File: config.mk
export PLATFORM = sky130hd
export DESIGN_NAME = block_xor_shift_hash32_flat
export DESIGN_NICKNAME = d
export VERILOG_FILES = /design/src/rtl/core/bxsh_pkg.sv /design/src/rtl/core/bxsh_in_if.sv /design/src/rtl/core/bxsh_out_if.sv /design/src/rtl/core/bxsh_dp.sv /design/src/rtl/core/bxsh_ctrl.sv /design/src/rtl/core/block_xor_shift_hash32.sv /design/src/flat_wrapper.sv
export SDC_FILE = /design/constraint.sdc
export NUM_CORES = 2
export LEC_CHECK = 0
export BUFFER_PORTS_ARGS = -buffer_cell sky130_fd_sc_hd__buf_4
export CORE_UTILIZATION = 65
export DETAILED_ROUTE_END_ITERATION = 8
export PLACE_DENSITY = 0.9
export SYNTH_ARGS = -nofsm -noshare
export SYNTH_HDL_FRONTEND = slang
export SYNTH_SLANG_ARGS = --single-unit
File: constraint.sdc
create_clock -name clk -period 11.17 [get_ports clk]
set_input_delay 0.5585 -clock clk [delete_from_list [all_inputs] [get_ports clk]]
set_output_delay 0.5585 -clock clk [all_outputs]
set_load 0.05 [all_outputs]
File: src/rtl/core/bxsh_pkg.sv
`timescale 1ns / 1ps
// ----------------------------------------------------------------------------
// bxsh_pkg
// Shared types, constants and mixing functions of the xor/shift hash block.
// ----------------------------------------------------------------------------
package bxsh_pkg;

	localparam int HASH_W         = 32;
	localparam int COUNT_OUT_W    = 48;
	localparam int COUNT_BITS_DEF = 48;

	localparam logic [HASH_W-1:0] FINAL_MUL = 32'hA5A5A5A5;

	localparam logic [1:0] ACT_ADD     = 2'd0;
	localparam logic [1:0] ACT_QUERY   = 2'd1;
	localparam logic [1:0] ACT_RESTART = 2'd2;

	typedef enum logic [1:0] {
		FOP_NONE,
		FOP_WORD4,
		FOP_HALF,
		FOP_LAST
	} fin_op_t;

	typedef struct packed {
		logic    add_byte;
		logic    restart;
		logic    fin_start;
		fin_op_t fin_op;
		logic    out_load;
	} bxsh_cmd_t;

	typedef struct packed {
		logic [2:0] pend_cnt;
	} bxsh_stat_t;

	function automatic logic [HASH_W-1:0] mix_a(input logic [HASH_W-1:0] h,
	                                            input logic [HASH_W-1:0] w);
		mix_a = h ^ ~((h << 11) + (w ^ (h >> 5)));
	endfunction

	function automatic logic [HASH_W-1:0] mix_b(input logic [HASH_W-1:0] h,
	                                            input logic [HASH_W-1:0] w);
		logic [HASH_W-1:0] prod;
		prod  = w * (h >> 3);
		mix_b = h ^ (h << 7) ^ prod;
	endfunction

	function automatic logic [HASH_W-1:0] mix_group(input logic [HASH_W-1:0] h,
	                                                input logic [HASH_W-1:0] w1,
	                                                input logic [HASH_W-1:0] w2);
		logic [HASH_W-1:0] prod;
		prod      = w1 * (h >> 3);
		mix_group = h ^ (h << 7) ^ prod ^ ~((h << 11) + (w2 ^ (h >> 5)));
	endfunction

endpackage

File: src/rtl/core/bxsh_in_if.sv
`timescale 1ns / 1ps
// ----------------------------------------------------------------------------
// bxsh_in_if
// Input channel: action code and stream byte with valid/ready.
// ----------------------------------------------------------------------------
interface bxsh_in_if;
	logic       valid;
	logic       ready;
	logic [1:0] action;
	logic [7:0] data_byte;

	modport source (output valid, output action, output data_byte, input ready);
	modport sink (input valid, input action, input data_byte, output ready);
endinterface

File: src/rtl/core/bxsh_out_if.sv
`timescale 1ns / 1ps
// ----------------------------------------------------------------------------
// bxsh_out_if
// Output channel: hash value and byte count with valid/ready.
// ----------------------------------------------------------------------------
interface bxsh_out_if;
	logic                                valid;
	logic                                ready;
	logic [bxsh_pkg::HASH_W-1:0]         hash_value;
	logic [bxsh_pkg::COUNT_OUT_W-1:0]    byte_count;

	modport source (output valid, output hash_value, output byte_count, input ready);
	modport sink (input valid, input hash_value, input byte_count, output ready);
endinterface

File: src/rtl/core/bxsh_dp.sv
`timescale 1ns / 1ps
// ----------------------------------------------------------------------------
// bxsh_dp
// Datapath: seed, running hash, pending bytes, byte count, query finaliser
// and the output payload register.
// ----------------------------------------------------------------------------
module bxsh_dp #(
	parameter int COUNT_BITS = bxsh_pkg::COUNT_BITS_DEF
) (
	input  logic                              clk,
	input  logic                              arst_n,
	input  logic                              cfg_we,
	input  logic [bxsh_pkg::HASH_W-1:0]       cfg_wdata,
	input  logic [7:0]                        data_byte,
	input  bxsh_pkg::bxsh_cmd_t               cmd,
	output bxsh_pkg::bxsh_stat_t              stat,
	output logic [bxsh_pkg::HASH_W-1:0]       hash_value,
	output logic [bxsh_pkg::COUNT_OUT_W-1:0]  byte_count
);

	logic [bxsh_pkg::HASH_W-1:0]      seed_q;
	logic [bxsh_pkg::HASH_W-1:0]      hash_q;
	logic [55:0]                      pend_q;
	logic [2:0]                       pcnt_q;
	logic [COUNT_BITS-1:0]            cnt_q;
	logic [bxsh_pkg::HASH_W-1:0]      fin_h_q;
	logic [1:0]                       loop_q;
	logic [bxsh_pkg::HASH_W-1:0]      out_hash_q;
	logic [bxsh_pkg::COUNT_OUT_W-1:0] out_cnt_q;

	logic [63:0]                      group_word;
	logic [bxsh_pkg::HASH_W-1:0]      word4;
	logic [bxsh_pkg::HASH_W-1:0]      half;
	logic [bxsh_pkg::HASH_W-1:0]      fin_next;
	logic [bxsh_pkg::HASH_W-1:0]      last_prod;

	assign group_word = {pend_q, data_byte};
	assign stat.pend_cnt = pcnt_q;

	// oldest four pending bytes, big-endian
	always_comb begin
		case (pcnt_q[1:0])
			2'd0:    word4 = pend_q[31:0];
			2'd1:    word4 = pend_q[39:8];
			2'd2:    word4 = pend_q[47:16];
			default: word4 = pend_q[55:24];
		endcase
	end

	assign half      = pcnt_q[0] ? {16'd0, pend_q[23:8]} : {16'd0, pend_q[15:0]};
	assign last_prod = fin_h_q * bxsh_pkg::FINAL_MUL;

	always_comb begin
		case (cmd.fin_op)
			bxsh_pkg::FOP_WORD4: fin_next = bxsh_pkg::mix_a(fin_h_q, word4);
			bxsh_pkg::FOP_HALF:  fin_next = (loop_q != 2'd0) ? bxsh_pkg::mix_b(fin_h_q, half)
			                                                  : bxsh_pkg::mix_a(fin_h_q, half);
			bxsh_pkg::FOP_LAST:  fin_next = fin_h_q + (({24'd0, pend_q[7:0]} ^ last_prod)
			                                + {30'd0, loop_q});
			default:             fin_next = fin_h_q;
		endcase
	end

	always_ff @(posedge clk or negedge arst_n) begin
		if (!arst_n) begin
			seed_q <= '0;
			hash_q <= '0;
			pend_q <= '0;
			pcnt_q <= '0;
			cnt_q  <= '0;
		end else begin
			if (cfg_we) begin
				seed_q <= cfg_wdata;
			end
			if (cmd.restart) begin
				hash_q <= seed_q;
				pend_q <= '0;
				pcnt_q <= '0;
				cnt_q  <= '0;
			end else if (cmd.add_byte) begin
				if (cnt_q != {COUNT_BITS{1'b1}}) begin
					cnt_q <= cnt_q + 1'b1;
				end
				if (pcnt_q == 3'd7) begin
					hash_q <= bxsh_pkg::mix_group(hash_q, group_word[63:32], group_word[31:0]);
					pend_q <= '0;
					pcnt_q <= '0;
				end else begin
					pend_q <= {pend_q[47:0], data_byte};
					pcnt_q <= pcnt_q + 3'd1;
				end
			end
		end
	end

	always_ff @(posedge clk or negedge arst_n) begin
		if (!arst_n) begin
			fin_h_q <= '0;
			loop_q  <= '0;
		end else if (cmd.fin_start) begin
			fin_h_q <= hash_q;
			loop_q  <= 2'd0;
		end else if (cmd.fin_op != bxsh_pkg::FOP_NONE) begin
			fin_h_q <= fin_next;
			if (cmd.fin_op == bxsh_pkg::FOP_WORD4) begin
				loop_q <= 2'd1;
			end else if (cmd.fin_op == bxsh_pkg::FOP_HALF) begin
				loop_q <= loop_q + 2'd1;
			end
		end
	end

	always_ff @(posedge clk) begin
		if (cmd.out_load) begin
			out_hash_q <= fin_h_q;
			out_cnt_q  <= bxsh_pkg::COUNT_OUT_W'(cnt_q);
		end
	end

	assign hash_value = out_hash_q;
	assign byte_count = out_cnt_q;

endmodule

File: src/rtl/core/bxsh_ctrl.sv
`timescale 1ns / 1ps
// ----------------------------------------------------------------------------
// bxsh_ctrl
// Controller: decodes input beats, sequences query finalisation and owns
// the output valid flag.
// ----------------------------------------------------------------------------
module bxsh_ctrl (
	input  logic                 clk,
	input  logic                 arst_n,
	input  logic                 in_valid,
	output logic                 in_ready,
	input  logic [1:0]           action,
	output logic                 out_valid,
	input  logic                 out_ready,
	input  bxsh_pkg::bxsh_stat_t stat,
	output bxsh_pkg::bxsh_cmd_t  cmd
);

	typedef enum logic [2:0] {
		S_IDLE,
		S_WORD4,
		S_HALF,
		S_LAST,
		S_DONE
	} state_t;

	state_t state_q;
	logic   out_valid_q;
	logic   in_fire;

	assign in_ready  = (state_q == S_IDLE);
	assign in_fire   = in_valid && in_ready;
	assign out_valid = out_valid_q;

	always_comb begin
		cmd = '{add_byte: 1'b0, restart: 1'b0, fin_start: 1'b0,
		        fin_op: bxsh_pkg::FOP_NONE, out_load: 1'b0};
		case (state_q)
			S_IDLE: begin
				cmd.add_byte  = in_fire && (action == bxsh_pkg::ACT_ADD);
				cmd.restart   = in_fire && (action == bxsh_pkg::ACT_RESTART);
				cmd.fin_start = in_fire && (action == bxsh_pkg::ACT_QUERY);
			end
			S_WORD4: cmd.fin_op = bxsh_pkg::FOP_WORD4;
			S_HALF:  cmd.fin_op = bxsh_pkg::FOP_HALF;
			S_LAST:  cmd.fin_op = bxsh_pkg::FOP_LAST;
			S_DONE:  cmd.out_load = !out_valid_q || out_ready;
			default: cmd.fin_op = bxsh_pkg::FOP_NONE;
		endcase
	end

	always_ff @(posedge clk or negedge arst_n) begin
		if (!arst_n) begin
			state_q     <= S_IDLE;
			out_valid_q <= 1'b0;
		end else begin
			if (cmd.out_load) begin
				out_valid_q <= 1'b1;
			end else if (out_ready) begin
				out_valid_q <= 1'b0;
			end
			case (state_q)
				S_IDLE: begin
					if (cmd.fin_start) begin
						if (stat.pend_cnt == 3'd0) begin
							state_q <= S_DONE;
						end else if (stat.pend_cnt[2]) begin
							state_q <= S_WORD4;
						end else if (stat.pend_cnt[1]) begin
							state_q <= S_HALF;
						end else begin
							state_q <= S_LAST;
						end
					end
				end
				S_WORD4: begin
					if (stat.pend_cnt[1]) begin
						state_q <= S_HALF;
					end else if (stat.pend_cnt[0]) begin
						state_q <= S_LAST;
					end else begin
						state_q <= S_DONE;
					end
				end
				S_HALF: begin
					state_q <= stat.pend_cnt[0] ? S_LAST : S_DONE;
				end
				S_LAST: begin
					state_q <= S_DONE;
				end
				S_DONE: begin
					if (cmd.out_load) begin
						state_q <= S_IDLE;
					end
				end
				default: state_q <= S_IDLE;
			endcase
		end
	end

	a_query_stalls_input: assert property (@(posedge clk) disable iff (!arst_n)
		(in_fire && action == bxsh_pkg::ACT_QUERY) |=> !in_ready)
		else $error("input still ready after a query beat");

	a_empty_query_done: assert property (@(posedge clk) disable iff (!arst_n)
		(in_fire && action == bxsh_pkg::ACT_QUERY && stat.pend_cnt == 3'd0)
		|=> state_q == S_DONE)
		else $error("query with no pending bytes did not go straight to done");

	a_load_when_free: assert property (@(posedge clk) disable iff (!arst_n)
		cmd.out_load |-> (!out_valid_q || out_ready))
		else $error("output register overwritten while full");

	a_valid_from_done: assert property (@(posedge clk) disable iff (!arst_n)
		$rose(out_valid_q) |-> $past(state_q == S_DONE))
		else $error("result raised outside the done state");

endmodule

File: src/rtl/core/block_xor_shift_hash32.sv
`timescale 1ns / 1ps
// ----------------------------------------------------------------------------
// block_xor_shift_hash32
// Incremental 32-bit xor/shift hash over a byte stream, folded in 8-byte
// groups, with a query that finalises the pending bytes.
// ----------------------------------------------------------------------------
// usage
//   in_ch beats carry an action and a byte: add folds the byte into the
//   running state, query asks for the hash and byte count, restart reloads
//   the seed. add and restart give no result, so the input runs at one beat
//   per cycle between queries.
//   a query drops in_ch.ready through the finalisation steps that the number
//   of pending bytes calls for (four-byte word, two-byte word, last byte) and
//   through the result hand-off to the output register; each step uses at most
//   one multiply.
//   the result beat appears on out_ch from a registered output; while it
//   waits to be taken, add and restart beats are still accepted. a further
//   query completes its steps and then holds until the output is free.
//   cfg_we/cfg_wdata write the seed, used from the next restart on.
//   after reset the seed, hash, pending bytes and count are all zero.
// ----------------------------------------------------------------------------
module block_xor_shift_hash32 #(
	parameter int COUNT_BITS = bxsh_pkg::COUNT_BITS_DEF
) (
	input  logic                        clk,
	input  logic                        arst_n,
	input  logic                        cfg_we,
	input  logic [bxsh_pkg::HASH_W-1:0] cfg_wdata,
	bxsh_in_if.sink                     in_ch,
	bxsh_out_if.source                  out_ch
);

	bxsh_pkg::bxsh_cmd_t  cmd;
	bxsh_pkg::bxsh_stat_t stat;

	bxsh_ctrl u_ctrl (
		.clk       (clk),
		.arst_n    (arst_n),
		.in_valid  (in_ch.valid),
		.in_ready  (in_ch.ready),
		.action    (in_ch.action),
		.out_valid (out_ch.valid),
		.out_ready (out_ch.ready),
		.stat      (stat),
		.cmd       (cmd)
	);

	bxsh_dp #(
		.COUNT_BITS (COUNT_BITS)
	) u_dp (
		.clk        (clk),
		.arst_n     (arst_n),
		.cfg_we     (cfg_we),
		.cfg_wdata  (cfg_wdata),
		.data_byte  (in_ch.data_byte),
		.cmd        (cmd),
		.stat       (stat),
		.hash_value (out_ch.hash_value),
		.byte_count (out_ch.byte_count)
	);

endmodule

File: src/flat_wrapper.sv
// flat-port wrapper written by rule: the top's interface ports become plain ports
module block_xor_shift_hash32_flat 
#(
	parameter int COUNT_BITS = bxsh_pkg::COUNT_BITS_DEF
)
  (clk, arst_n, cfg_we, cfg_wdata, in_ch_valid, in_ch_action, in_ch_data_byte, in_ch_ready, out_ch_valid, out_ch_hash_value, out_ch_byte_count, out_ch_ready);
  bxsh_in_if in_ch_i ();
  bxsh_out_if out_ch_i ();
  input  logic clk;
  input  logic arst_n;
  input  logic cfg_we;
  input  logic [bxsh_pkg::HASH_W-1:0] cfg_wdata;
  input wire logic [$bits(in_ch_i.valid)-1:0] in_ch_valid;
  input wire logic [$bits(in_ch_i.action)-1:0] in_ch_action;
  input wire logic [$bits(in_ch_i.data_byte)-1:0] in_ch_data_byte;
  output wire logic [$bits(in_ch_i.ready)-1:0] in_ch_ready;
  output wire logic [$bits(out_ch_i.valid)-1:0] out_ch_valid;
  output wire logic [$bits(out_ch_i.hash_value)-1:0] out_ch_hash_value;
  output wire logic [$bits(out_ch_i.byte_count)-1:0] out_ch_byte_count;
  input wire logic [$bits(out_ch_i.ready)-1:0] out_ch_ready;
  assign in_ch_i.valid = in_ch_valid;
  assign in_ch_i.action = in_ch_action;
  assign in_ch_i.data_byte = in_ch_data_byte;
  assign in_ch_ready = in_ch_i.ready;
  assign out_ch_valid = out_ch_i.valid;
  assign out_ch_hash_value = out_ch_i.hash_value;
  assign out_ch_byte_count = out_ch_i.byte_count;
  assign out_ch_i.ready = out_ch_ready;
  block_xor_shift_hash32 #(.COUNT_BITS(COUNT_BITS)) u_core (.clk(clk), .arst_n(arst_n), .cfg_we(cfg_we), .cfg_wdata(cfg_wdata), .in_ch(in_ch_i), .out_ch(out_ch_i));
endmodule
; ---- After elaboration in Yosys (flattened, before gate mapping)
; Index checks and enable logic that the tools add are counted.
[word_totals]
ff_bits = 289
inputBits = 47
elab_cells = 110
out_inout_bits = 82
[classes]
n_bitwise = 14
reduce_logical = 24
addsub = 8
n_mux = 35
eq_ne = 15
mul = 3
[ops]
columns = cell, count
row1 = $xor A32 B32 Y32, 7
row2 = $mux W32, 6
row3 = $pmux W32 S3, 2
row4 = $mux W56, 3
row5 = $mux W48, 3
row6 = $add A32 B32 Y32, 4
row7 = $not A32 Y32, 3
row8 = $xor A32 B27 Y32, 3
row9 = $mul A32 B29 Y32, 2
row10 = $add A48 B1 Y48 const B, 1
row11 = $ne A48 B48 Y1 const B, 1
row12 = $add A32 B2 Y32, 1
row13 = $mul A32 B32 Y32 const B, 1
row14 = $xor A8 B32 Y32, 1
row15 = $mux W3, 9
row16 = $mux W16, 1
row17 = $pmux W3 S5, 1
row18 = $reduce_bool A2 Y1, 7
row19 = $mux W2, 5
row20 = $reduce_and A2 Y1, 5
row21 = $eq A2 B2 Y1 const B, 4
row22 = $eq A2 B1 Y1 const B, 3
row23 = $eq A3 B2 Y1 const B, 2
row24 = $eq A3 B3 Y1 const B, 2
row25 = other kinds (13), 22

; ---- Depth between registers and ports, before layout
[logic_depth]
ltp_word = 9
ltp_mapped = 34

; ---- Modules after synthesis
; A second synthesis with hierarchy kept.
[unflattened]
cells_unflattened = 5827
area_unflattened_um2 = 53730.3
[modules_own_cells]
columns = mod, n_inst, area_each_um2, cells_each, seq_area_each_um2
row1 = bxsh_dp, 1, 53457.5, 5796, 7532.2
row2 = bxsh_ctrl, 1, 272.8, 31, 100.1

; ---- Worst setup path after synthesis
; No wires, ideal clock.
[synth_path]
path_type = register -> register
start = register u_core.u_dp.fin_h_q[14] (netlist bit)
end = register u_core.u_dp.fin_h_q[29] (netlist bit)
t_required_ns = 11.042
path_buffers = 0
arrival_time_ns = 7.790
setup_ns = 0.128
slack_ns = 3.251
path_stages_with_launch = 32
cell_sequence = dfrtp_1 ha_1 fa_1 fa_1 fa_1 fa_1 inv_1 fa_1 inv_1 fa_1 inv_1 fa_1 inv_1 ha_1 and2_1 a41oi_1 o21ai_0 a41oi_2 o21bai_1 a21oi_1 xnor2_1 ha_1 ha_1 a21o_1 a21o_1 nor2_1 nand2_2 a221o_1 a21oi_2 xnor2_1 a21oi_2 o22ai_1
[synth_between]
elab_chain_len = 8
word_cells_on_any_way = 18
cone_classes = add/sub (4) / mul (2) / mux (4) / bitwise (8)
[synth_lines]
columns = item, line
row1 = start: declaration, bxsh_dp.sv:26  ; logic [bxsh_pkg::HASH_W-1:0] fin_h_q;
row2 = start signal: assignment, bxsh_dp.sv:101  ; fin_h_q <= hash_q;
row3 = start signal: assignment, bxsh_dp.sv:104  ; fin_h_q <= fin_next;
row4 = "parallel branches: the longest is 5 deep, another holds $mul A32 B32 Y32", --
row5 = $pmux W32 S3 *, bxsh_dp.sv:54  ; case (cmd.fin_op)
row6 = $mux W32 *, bxsh_dp.sv:103  ; end else if (cmd.fin_op != bxsh_pkg::FOP_NONE) begin
row7 = $mux W32 *, bxsh_dp.sv:100  ; end else if (cmd.fin_start) begin
; Every way passes the cells marked *. The select of a mux whose other input is x is not followed.
; A chain may end at the register's enable or synchronous reset.

; ---- Worst setup path in the final report
[layout_path]
start = register u_core.u_dp.fin_h_q[15] (netlist bit)
end = register u_core.u_dp.fin_h_q[31] (netlist bit)
; Same word-level chain as after synthesis.

==> key figures <==
Worst setup path
  – Worst setup path category: reg -> reg
  – CP endpoint kind: flop
  – Worst path bufs/invs: 2
  – Worst-path cell with the longest stage delay: dfrtp_1
  – Worst setup SP type: flop
  – CP arrival: 9480 ps
  – CP max FO: 16
  – Top delay family on crit path: adder cells
  – Req. time, crit path: 11640 ps
  – CP max stage delay: 1100 ps
  – Cell mode on critical path: fa_1

Synth
  – Post-synthesis compound-gate area fraction: 0.0935
  – Post-Synth Adder-Cell Area: 0.443
  – Syn nets: 7321
  – Seq/Total Area, Yosys: 0.141
  – Average size of a mapped cell: 9.18 um2
  – Post-synthesis simple-gate area fraction: 0.125
  – Mux contribution to synthesized area: 0.0144
  – Synth async-reset ratio: 0.723
  – Largest family of logic cells by synthesized area: adder cells
  – Synth unique cells: 91
  – Xor and xnor area share after synthesis: 0.0865
  – Post-synthesis instance area: 54000 um2
  – Post-synth EDFFs: 80
  – Dominant synthesized flop cell: dfrtp_1
  – Post-Syn Instances: 5889
  – Yosys warning count: 0
  – Number of synthesized register bits: 289

STA
  – RSZ-0062 raised after global routing: false
  – Slew Limit Headroom: 0.0520
  – Final setup viols: 0
  – Final Critical Period: 9000 ps
  – Final worst path period share: 0.806
  – Worst clock skew: 39.5 ps
  – Pins over their slew limit: 0
  – Hold Fails Final Rpt: 0
  – Slew @ Worst Pin: 1420 ps
  – TNS Setup: 0 ps
  – FMAX: 0.111 GHz

Layout
  – Multi-input gate area: 41300 um2
  – Area growth from synthesis to layout: 5.66%
  – Storage cell area: 7630 um2
  – Fill count: 5784
  – Fraction of layout cells with a size suffix above 1: 0.0652
  – Layout Nets: 7279

Drt
  – Pre-antenna DRT Iters: 9
  – Vias/cell: 6.33
  – First DRT Iteration DRCs: 5222
  – DRT antenna net count: 0
  – Remaining DRCs: 15
  – DR vias: 44000
  – DR WL/cell: 24.3 um
  – Final Routed Wirelength: 169000 um

Run status
  – Failing checks: design-rule violations
  – Status: finished with violations

Global routing
  – First-pass GRT wire length: 267000 um
  – Largest net degree at the start of global routing: 98
  – Initial antenna violation count: 10
  – Total grt overflow: 0
  – Total GRT Usage: 0.412
  – Number of global-route vias before repair: 47300

Clock network
  – CTS H-tree lvls: 2
  – Root buf cell: clkbuf_16
  – Number of buffers created by CTS: 34
  – Max clock buf depth: 3
  – Post_cts resized: 0
  – Skew-Pair Late Insertion Delay: 590 ps
  – Post-CTS Hold Fix Bufs: 0
  – Worst-path clk slew: 60 ps
  – CTS tree: yes
  – Clk sink count: 289
  – Postcts setup bufs: 0

Min path
  – Worst Hold Class: in -> async

Die
  – Num rows: 105
  – Die footprint: 84300 um2
  – Die X: 290 um
  – Top Ports: 129
  – Core area: 82100 um2
  – Initial core utilization: 0.658
  – Chip height: 290 um

Place
  – Final GP Congestion: 1.05
  – DPL Wire Length: 125000 um
  – Port Buf Inserts: 128

Flow run
  – Max Cap Viol: 0
area by class of cell:
cell class / count / area share
Inverter: 1052 / 0.0692
Tap cell: 1070 / 0.0234
Antenna cell: 4 / 0.000175
Sequential cell: 289 / 0.134
Clock inverter: 19 / 0.00476
Multi-Input combinational cell: 4238 / 0.723
Clock buffer: 41 / 0.0155
Timing Repair Buffer: 232 / 0.0306
sequential cells by signal, indices dropped and copies added (netlist names):
name                     flops
u_core.u_dp.loop_q           2
u_core.u_ctrl.out_valid      1
u_core.u_dp.stat             3
u_core.u_dp.byte_count      48
u_core.u_dp.cnt_q           48
u_core.u_dp.hash_value      32
u_core.u_dp.pend_q          56
u_core.u_dp.hash_q          32
u_core.u_ctrl.state_q        3
u_core.u_dp.seed_q          32
u_core.u_dp.fin_h_q         32
final timing paths:
path                                    startpoint                         end  slack, ps  cells after the start
setup / recovery           u_core.u_dp.fin_h_q[15]     u_core.u_dp.fin_h_q[31]       2170                     29
hold / removal                              arst_n      u_core.u_dp.seed_q[20]         20                      1
setup reg to reg           u_core.u_dp.fin_h_q[15]     u_core.u_dp.fin_h_q[31]       2170                     29
hold reg to reg              u_core.u_dp.cnt_q[44]  u_core.u_dp.byte_count[44]        460                      0
max in group asynchronous                   arst_n      u_core.u_dp.fin_h_q[8]       9680                      2
min in group clk                     cfg_wdata[12]      u_core.u_dp.seed_q[12]        200                      2
cell families after synthesis:
family / after synthesis
AO/OA/AOI/OAI: 764
XOR/XNOR: 534
adder cells (fa/ha/maj): 1385
buffers and inverters: 1362
flip-flops: 289
multiplexers: 72
AND/OR/NAND/NOR: 1483
layout by cell type (no fill, tap or decap), types with 18 or more instances in the layout:
cell / count
inv_1: 1046
fa_1: 880
nand2_1: 800
ha_1: 505
xnor2_1: 411
buf_4: 231
and2_1: 220
dfrtp_1: 209
a21oi_1: 207
nor2_1: 194
o21ai_0: 133
xor2_1: 123
edfxtp_1: 80
a21o_1: 53
mux2_2: 48
nand3_1: 46
a22o_1: 44
o21ai_1: 39
nor3_1: 37
nand2b_1: 36
o21a_1: 35
clkbuf_16: 34
nor2b_1: 33
a222oi_1: 32
a211oi_1: 30
o22ai_1: 24
mux2i_1: 23
and3_1: 23
a31oi_1: 22
a221oi_1: 22
o21bai_1: 19
or3_1: 18
nand4_1: 18
per-stage QoR:
| stage | utilization | std cells | hold slack [ps] | instance area, um2 | setup WS (ps) |
|---|---|---|---|---|---|
| 6_report | 0.695 | 6945 | 15.2 | 57100 | 2170 |
| 5_1_grt | 0.695 | 6943 | 82.0 | 57100 | 1880 |
| 4_1_cts | 0.695 | 6941 | 50.9 | 57100 | 2340 |
| 3_5_place_dp | 0.681 | 6881 | 433 | 55900 | 2450 |
| 3_3_place_gp | 0.681 | 6881 | 437 | 55900 | 2470 |
| 2_1_floorplan | - | 5889 | 263 | 54000 | 3250 |
synth_stat cells, types with 35 or more instances:
master / count / share of area
ha_1: 505 / 0.12
a21o_1: 53 / 0.0074
nand2_1: 800 / 0.056
clkbuf_1: 257 / 0.018
and2_1: 220 / 0.025
a21oi_1: 207 / 0.019
nor2_1: 196 / 0.014
o21ai_0: 133 / 0.012
edfxtp_1: 80 / 0.044
xnor2_1: 411 / 0.067
xor2_1: 123 / 0.020
nand2b_1: 36 / 0.0042
o21a_1: 35 / 0.0049
a22o_1: 44 / 0.0071
mux2_2: 48 / 0.010
dfrtp_1: 209 / 0.097
nor3_1: 38 / 0.0035
nand3_1: 46 / 0.0043
o21ai_1: 39 / 0.0036
inv_1: 1046 / 0.073
buf_1: 38 / 0.0026
fa_1: 880 / 0.33
routing by layer:
metal	wire [um]	GRT usage	share of wire
met5	33	0	0.00020
met4	13500	0.269	0.080
met3	21100	0.101	0.12
met2	76100	0.646	0.45
met1	58300	0.511	0.34
Power is left out: the tool's default activity adds up to more than one toggle a clock period on the data nets, which glitch-free logic cannot reach.
